## src/rtl/mfb_pkg.sv

```systemverilog
// Package for the maximum flow block: sizes, datapath operation codes and
// the status struct shared by controller and datapath. No dependencies.
package mfb_pkg;

  localparam int unsigned MAX_VERTICES = 64;
  localparam int unsigned MAX_EDGES    = 256;
  localparam int unsigned ARC_SLOTS    = 2 * MAX_EDGES;

  localparam int unsigned V_W     = $clog2(MAX_VERTICES);  // vertex number
  localparam int unsigned E_W     = $clog2(MAX_EDGES);     // edge slot index
  localparam int unsigned ARC_W   = $clog2(ARC_SLOTS);     // arc slot index
  localparam int unsigned CNT_W   = E_W + 1;               // edge count
  localparam int unsigned ACNT_W  = ARC_W + 1;             // arc sweep counter
  localparam int unsigned QCNT_W  = V_W + 1;               // queue pointers
  localparam int unsigned CAP_W   = 32;
  localparam int unsigned FLOW_W  = 40;
  localparam int unsigned OP_W    = 2;

  // Input operation codes
  localparam logic [OP_W-1:0] OP_CLEAR = 2'd0;
  localparam logic [OP_W-1:0] OP_ADD   = 2'd1;
  localparam logic [OP_W-1:0] OP_RUN   = 2'd2;

  // Datapath operations issued by the controller each cycle
  typedef enum logic [4:0] {
    DP_NOP,
    DP_CLEAR,
    DP_ADD,
    DP_LATCH,
    DP_INIT_RD,
    DP_INIT_WR,
    DP_BFS_START,
    DP_DEQ_RD,
    DP_DEQ_LOAD,
    DP_SCAN_RD,
    DP_SCAN_CHK,
    DP_WALK_RD,
    DP_WALK_P,
    DP_WALK_E0,
    DP_WALK_E1,
    DP_WALK_R2,
    DP_WALK_W2,
    DP_REWALK,
    DP_ADD_TOTAL
  } dp_op_e;

  // Datapath status seen by the controller
  typedef struct packed {
    logic same_ends;  // source equals sink
    logic sweep_end;  // arc counter reached twice the edge count
    logic q_empty;    // search queue exhausted
    logic hit_sink;   // scanned arc reaches the sink
    logic at_src;     // path walk reached the source
  } dp_status_t;

endpackage

```

## src/rtl/mfb_ctrl.sv

```systemverilog
// Controller of the maximum flow block: sequences residual set-up, search,
// bottleneck walk and augment walk. Uses mfb_pkg.
module mfb_ctrl (
  input  logic                       clk_i,
  input  logic                       rst_ni,
  input  logic                       start_i,
  input  logic [mfb_pkg::OP_W-1:0]   operation_i,
  input  mfb_pkg::dp_status_t        status_i,
  output mfb_pkg::dp_op_e            op_o,
  output logic                       busy_o,
  output logic                       result_valid_o
);

  typedef enum logic [4:0] {
    S_IDLE, S_RUN_CHK, S_INIT_RD, S_INIT_WR, S_BFS_START, S_DEQ_RD, S_DEQ_LOAD,
    S_SCAN_RD, S_SCAN_CHK, S_W0_RD, S_W0_P, S_W0_E, S_W1_RD, S_W1_P, S_W1_E,
    S_W1_R2, S_W1_W2, S_DONE
  } state_e;

  state_e state_q, state_d;
  logic   valid_q;

  // next state and datapath operation
  always_comb begin
    state_d = state_q;
    op_o    = mfb_pkg::DP_NOP;
    case (state_q)
      S_IDLE: begin
        if (start_i) begin
          case (operation_i)
            mfb_pkg::OP_CLEAR: op_o = mfb_pkg::DP_CLEAR;
            mfb_pkg::OP_ADD:   op_o = mfb_pkg::DP_ADD;
            mfb_pkg::OP_RUN: begin
              op_o    = mfb_pkg::DP_LATCH;
              state_d = S_RUN_CHK;
            end
            default: op_o = mfb_pkg::DP_NOP;
          endcase
        end
      end
      S_RUN_CHK: state_d = status_i.same_ends ? S_DONE : S_INIT_RD;
      S_INIT_RD: begin
        if (status_i.sweep_end) begin
          state_d = S_BFS_START;
        end else begin
          op_o    = mfb_pkg::DP_INIT_RD;
          state_d = S_INIT_WR;
        end
      end
      S_INIT_WR: begin
        op_o    = mfb_pkg::DP_INIT_WR;
        state_d = S_INIT_RD;
      end
      S_BFS_START: begin
        op_o    = mfb_pkg::DP_BFS_START;
        state_d = S_DEQ_RD;
      end
      S_DEQ_RD: begin
        if (status_i.q_empty) begin
          state_d = S_DONE;
        end else begin
          op_o    = mfb_pkg::DP_DEQ_RD;
          state_d = S_DEQ_LOAD;
        end
      end
      S_DEQ_LOAD: begin
        op_o    = mfb_pkg::DP_DEQ_LOAD;
        state_d = S_SCAN_RD;
      end
      S_SCAN_RD: begin
        if (status_i.sweep_end) begin
          state_d = S_DEQ_RD;
        end else begin
          op_o    = mfb_pkg::DP_SCAN_RD;
          state_d = S_SCAN_CHK;
        end
      end
      S_SCAN_CHK: begin
        op_o    = mfb_pkg::DP_SCAN_CHK;
        state_d = status_i.hit_sink ? S_W0_RD : S_SCAN_RD;
      end
      // first walk: bottleneck
      S_W0_RD: begin
        if (status_i.at_src) begin
          op_o    = mfb_pkg::DP_REWALK;
          state_d = S_W1_RD;
        end else begin
          op_o    = mfb_pkg::DP_WALK_RD;
          state_d = S_W0_P;
        end
      end
      S_W0_P: begin
        op_o    = mfb_pkg::DP_WALK_P;
        state_d = S_W0_E;
      end
      S_W0_E: begin
        op_o    = mfb_pkg::DP_WALK_E0;
        state_d = S_W0_RD;
      end
      // second walk: push the bottleneck along the path
      S_W1_RD: begin
        if (status_i.at_src) begin
          op_o    = mfb_pkg::DP_ADD_TOTAL;
          state_d = S_BFS_START;
        end else begin
          op_o    = mfb_pkg::DP_WALK_RD;
          state_d = S_W1_P;
        end
      end
      S_W1_P: begin
        op_o    = mfb_pkg::DP_WALK_P;
        state_d = S_W1_E;
      end
      S_W1_E: begin
        op_o    = mfb_pkg::DP_WALK_E1;
        state_d = S_W1_R2;
      end
      S_W1_R2: begin
        op_o    = mfb_pkg::DP_WALK_R2;
        state_d = S_W1_W2;
      end
      S_W1_W2: begin
        op_o    = mfb_pkg::DP_WALK_W2;
        state_d = S_W1_RD;
      end
      S_DONE:  state_d = S_IDLE;
      default: state_d = S_IDLE;
    endcase
  end

  // state and result strobe
  always_ff @(posedge clk_i or negedge rst_ni) begin
    if (!rst_ni) begin
      state_q <= S_IDLE;
      valid_q <= 1'b0;
    end else begin
      state_q <= state_d;
      valid_q <= (state_d == S_DONE);
    end
  end

  assign busy_o         = (state_q != S_IDLE);
  assign result_valid_o = valid_q;

endmodule

```

## config.mk

```make
export PLATFORM = sky130hd
export DESIGN_NAME = mfb_ctrl
export DESIGN_NICKNAME = d
export VERILOG_FILES = /design/src/rtl/mfb_pkg.sv /design/src/rtl/mfb_ctrl.sv
export SDC_FILE = /design/constraint.sdc
export NUM_CORES = 1
export LEC_CHECK = 0
export BUFFER_PORTS_ARGS = -buffer_cell sky130_fd_sc_hd__buf_4
export CORE_MARGIN = 2
export CORE_UTILIZATION = 55
export DETAILED_ROUTE_END_ITERATION = 8
export PLACE_DENSITY_LB_ADDON = 0.25
export SLEW_MARGIN = 20
export SYNTH_ARGS = -nofsm -noshare
export SYNTH_HDL_FRONTEND = slang
export SYNTH_SLANG_ARGS = --single-unit
export TNS_END_PERCENT = 100
```

## constraint.sdc

```tcl
create_clock -name clk_i -period 2.6 [get_ports clk_i]
set_input_delay 0.13 -clock clk_i [delete_from_list [all_inputs] [get_ports clk_i]]
set_output_delay 0.13 -clock clk_i [all_outputs]
set_load 0.005 [all_outputs]
```

* Yosys cells after proc, flatten, opt, wreduce, memory -nomap -nowiden *
Index checks and enable logic that the tools add are counted.

word-level totals
  output and inout port bits = 7
  bits of input ports = 10
  register bits after elaboration = 6
  logic and storage cells = 43

cells by class
  eq/ne operators = 19
  mux-type cells = 18
  reduce and logical (&&, ||, !) cells = 4

operators by type and width
  cell                  count
  $pmux W5 S17          1
  $pmux W5 S15          1
  $eq A5 B4 Y1 const B  8
  $mux W5               6
  $eq A5 B3 Y1 const B  4
  $mux W4               4
  $mux W3               4
  $eq A5 B2 Y1 const B  2
  $eq A5 B5 Y1 const B  2
  $pmux W2 S3           1
  $eq A5 B1 Y1 const B  1
  $logic_not A5 Y1      1
  $reduce_bool A5 Y1    1
  $eq A2 B1 Y1 const B  1
  $eq A2 B2 Y1 const B  1
  $logic_not A2 Y1      1
  $mux W2               1
  $reduce_or A2 Y1      1

* Longest topological paths before layout *
  word-level depth = 5
  depth in mapped cells = 6
  depth with buffers taken out = 5

* Least setup slack after synthesis *
Ideal clock, no wire load.

  kind = register to output
  start = register state_q[0]
  end = output port op_o[0]
  setup slack = 1155 ps
  stages on the path, launching flop included = 6
  buffers on the path = 1
  arrival = 1315 ps
  data required time = 2470 ps
  cell sequence = dfrtp_1 -> buf_6 -> or4b_4 -> a21oi_4 -> nor2_2 -> o211ai_1

between the ends
  cells in the longest elaborated chain, start to end = 3
  elaborated cells between the ends (all ways) = 18
  classes of those cells = eq/ne (15); mux (1); reduce/logical (2)

RTL lines
  item                        line             RTL
  from (decl)                 mfb_ctrl.sv:20   state_e state_q, state_d;
  from (signal assigned)      mfb_ctrl.sv:137  state_q <= state_d;
  $eq A5 B4 Y1                mfb_ctrl.sv:27   case (state_q)
  $reduce_or A2 Y1 (no line)  n/a
  $pmux W5 S15 *              mfb_ctrl.sv:27
  to (decl)                   mfb_ctrl.sv:9    output mfb_pkg::dp_op_e op_o,

Mark *: on every way between the ends. The rest lies on a longest branch, timed or not.

* Worst setup path in the final report *
  start = register state_q[3]
  end = output port op_o[1]

Same word-level chain as after synthesis.

==> impl_metrics.env <==
export IMPL_status="finished clean"
export IMPL_area_growth_pct=15.4
export IMPL_synth_edf_count=0
export IMPL_worstPathMaxFanout=24
export IMPL_peakVddDrop_mv=0.943
export IMPL_async_reset_ff_share_pct=100
export IMPL_cpLargestDelayFamily="simple AND/OR/NAND/NOR gates"
export IMPL_fin_crit_sh_pct=83.0
export IMPL_hold_start="status_i[3]"
export IMPL_critPathLaunch="state_q[3]$_DFF_PN0_"
export IMPL_clock_latency_ns=0.25
export IMPL_synth_area_per_cell_sq_um=7.50
export IMPL_final_min_clock_period_ns=2.16
export IMPL_gp_congestion=0.873
export IMPL_grt_total_usage_pct=22.8
export IMPL_synthCells=106
export IMPL_num_io_pins=17
export IMPL_final_area_sq_um=917
export IMPL_maxCapViolations=0
export IMPL_layout_setup_ws_ns=0.443
export IMPL_holdPathEnd="state_q[2]$_DFF_PN0_"
export IMPL_wl_mm=1.89
export IMPL_layout_cells_non_filler=132
export IMPL_netlist_area_sq_um=795
export IMPL_power_density_mw_per_mm2=1040
export IMPL_antenna_cells=0
export IMPL_cts_resized=0
export IMPL_whs_ns=0.201
export IMPL_synth_nets=117
export IMPL_cts_hold_buffers=1
export IMPL_r2r_slack_ns=0.85
export IMPL_vias=863
export IMPL_grt_pass1_wl_mm=3.14
export IMPL_start_util_pct=60.3
export IMPL_final_core_util_pct=69.6
export IMPL_grt_max_degree=25
export IMPL_ys_ff_latch=6
export IMPL_power_leakage_nw=0.369
export IMPL_hpwl_mm=1.34
export IMPL_rsz0062_at_grt="no"
export IMPL_portBuffers=16
export IMPL_htreeDepth=1
export IMPL_grt_pass1_vias=680
export IMPL_drt_iter0_drc=33
export IMPL_drive_above_1_share_pct=21.4
export IMPL_grt_ovfl_total=0
export IMPL_clock_path_buffers=2
export IMPL_chipHeight_microns=42.0
export IMPL_setup_tns_ns=0
export IMPL_hold_depth=3
export IMPL_pre_cts_slack_ns=0.731
export IMPL_critPathKind="reg -> out"
export IMPL_rows=13
export IMPL_crit_chain="nor3_1 -> nand3_1 -> o221ai_1 -> o21bai_1 -> buf_4"
export IMPL_final_nets=130
export IMPL_crit_required_ns=2.47
export IMPL_yosys_warnings=0
export IMPL_worst_ep_arrival_time_ns=2.03
export IMPL_dieWidth_microns=42.0
export IMPL_hold_violations=0
export IMPL_power_uw=952
export IMPL_hold_class="in -> reg"
export IMPL_timing_rr_start="state_q[3]$_DFF_PN0_"
export IMPL_drc_errors=0
export IMPL_critical_path_max_stage_delay_ns=0.63
export IMPL_clock_fmax_mhz=464
export IMPL_crit_path_end_kind="output port"
export IMPL_slew_headroom_pct=53.0
export IMPL_ant_nets=0
export IMPL_regToRegEndpoint="state_q[0]$_DFF_PN0_"
export IMPL_yosysSeqAreaShare_pct=18.9
export IMPL_dieArea_sq_mm=0.00176
export IMPL_cts_buffers=3
export IMPL_postPlaceCellArea_sq_um=885
export IMPL_synth_distinct_cells=42
export IMPL_path_clk_slew_ns=0.05
export IMPL_critPathSlowestCell="dfrtp_1"
export IMPL_cts_tree="built"
export IMPL_dr_pass1_iters=5
export IMPL_worst_setup_path_start_kind="flop"
export IMPL_slew_viol_final=0
export IMPL_viasPerCell=6.54
export IMPL_design_core_area_sq_mm=0.00132
export IMPL_synth_flop_cell="dfrtp_1"
export IMPL_place_inst=128
export IMPL_antenna_found_initial=0
export IMPL_finalSetupViolations=0
export IMPL_wl_per_cell_microns=14.3
export IMPL_post_cts_buffers=0
export IMPL_cts_root_buffer="clkbuf_4"
export IMPL_clock_sinks=6
export IMPL_critPathBufInv=1
export IMPL_r2r_cells=4
export IMPL_worst_pin_slew_ns=0.705
export IMPL_skew_ns=0.00940
-- logic make-up (layout without fill, tap and decap cells) --
group | Yosys count | count (layout) | share of synthesized area [%]
and+or+nand+nor | 47 | 47 | 37.3
AOI/OAI and AO/OA | 36 | 36 | 30.7
buffers and inverters | 13 | 24 | 8.03
DFF | 6 | 6 | 18.9
xor gates and xnor gates | 2 | 2 | 2.21
adders and majority gates | 1 | 1 | 1.57
muxes | 1 | 1 | 1.26
-- layout make-up --
type	instances	area (sq um)
clock buffer	3	22.5
timing repair buffer	17	130
tap	15	18.8
multi-input combinational	87	581
fill	112	400
inverter	4	15.0
sequential	6	150
-- worst max path at each step --
| stage | endpoint | depth (start not counted) |
|---|---|---|
| after detailed placement | op_o[0] | 5 |
| after global routing | op_o[0] | 5 |
| after global placement | op_o[0] | 5 |
| final | op_o[1] | 5 |
| after CTS | op_o[0] | 5 |
| after floorplan | op_o[0] | 5 |
-- placed cells by master (no fill, tap or decap), drive strengths merged, types with 3 or more instances in the layout --
cell / n
nor2: 10
nor3: 5
clkbuf: 3
buf: 16
nor2b: 6
a31oi: 3
nand2b: 9
nand2: 5
a2bb2oi: 3
inv: 4
a21oi: 8
o21ai: 10
dfrtp: 6
-- synth_stat cells, types with 2 or more instances --
cell type  count  area [sq um]
a2bb2oi_1      3          26.3
clkbuf_1       2          7.51
o21ai_0        8          40.0
nor2_1         9          33.8
nand2b_1       9          56.3
nor2b_1        6          37.5
inv_1          4          15.0
nand3_1        2          10.0
nor3b_1        2          15.0
a31oi_1        3          18.8
nor3_1         3          15.0
o21bai_1       2          15.0
o21ai_1        2          10.0
buf_2          6          30.0
nand2_1        5          18.8
a21oi_1        7          35.0
a22oi_1        2          15.0
xnor2_1        2          17.5
dfrtp_1        6           150
-- where the power goes --
part           internal, mW  switching [mW]  total [mW]
Clock                0.0526          0.0385      0.0911
Sequential            0.128           0.156       0.283
Combinational         0.304           0.274       0.578
-- layer usage --
layer  GRT usage (%)  wire [microns]
met5               0               0
met3            5.60             145
met4            3.87               0
met2            35.3             901
met1            32.5             841
-- sequential cells by signal, indices dropped and copies added, names as in the netlist --
| name | count |
|---|---|
| result_valid_o | 1 |
| state_q | 5 |
-- worst reg2reg max path, stage by stage (launching register included) --
cell and delay, ns:
dfrtp_1 0.79, or3b_1 0.36, nor3_2 0.09, nor3b_1 0.26, o21ai_1 0.11
Note: power is estimated with default switching activity, not from simulation.
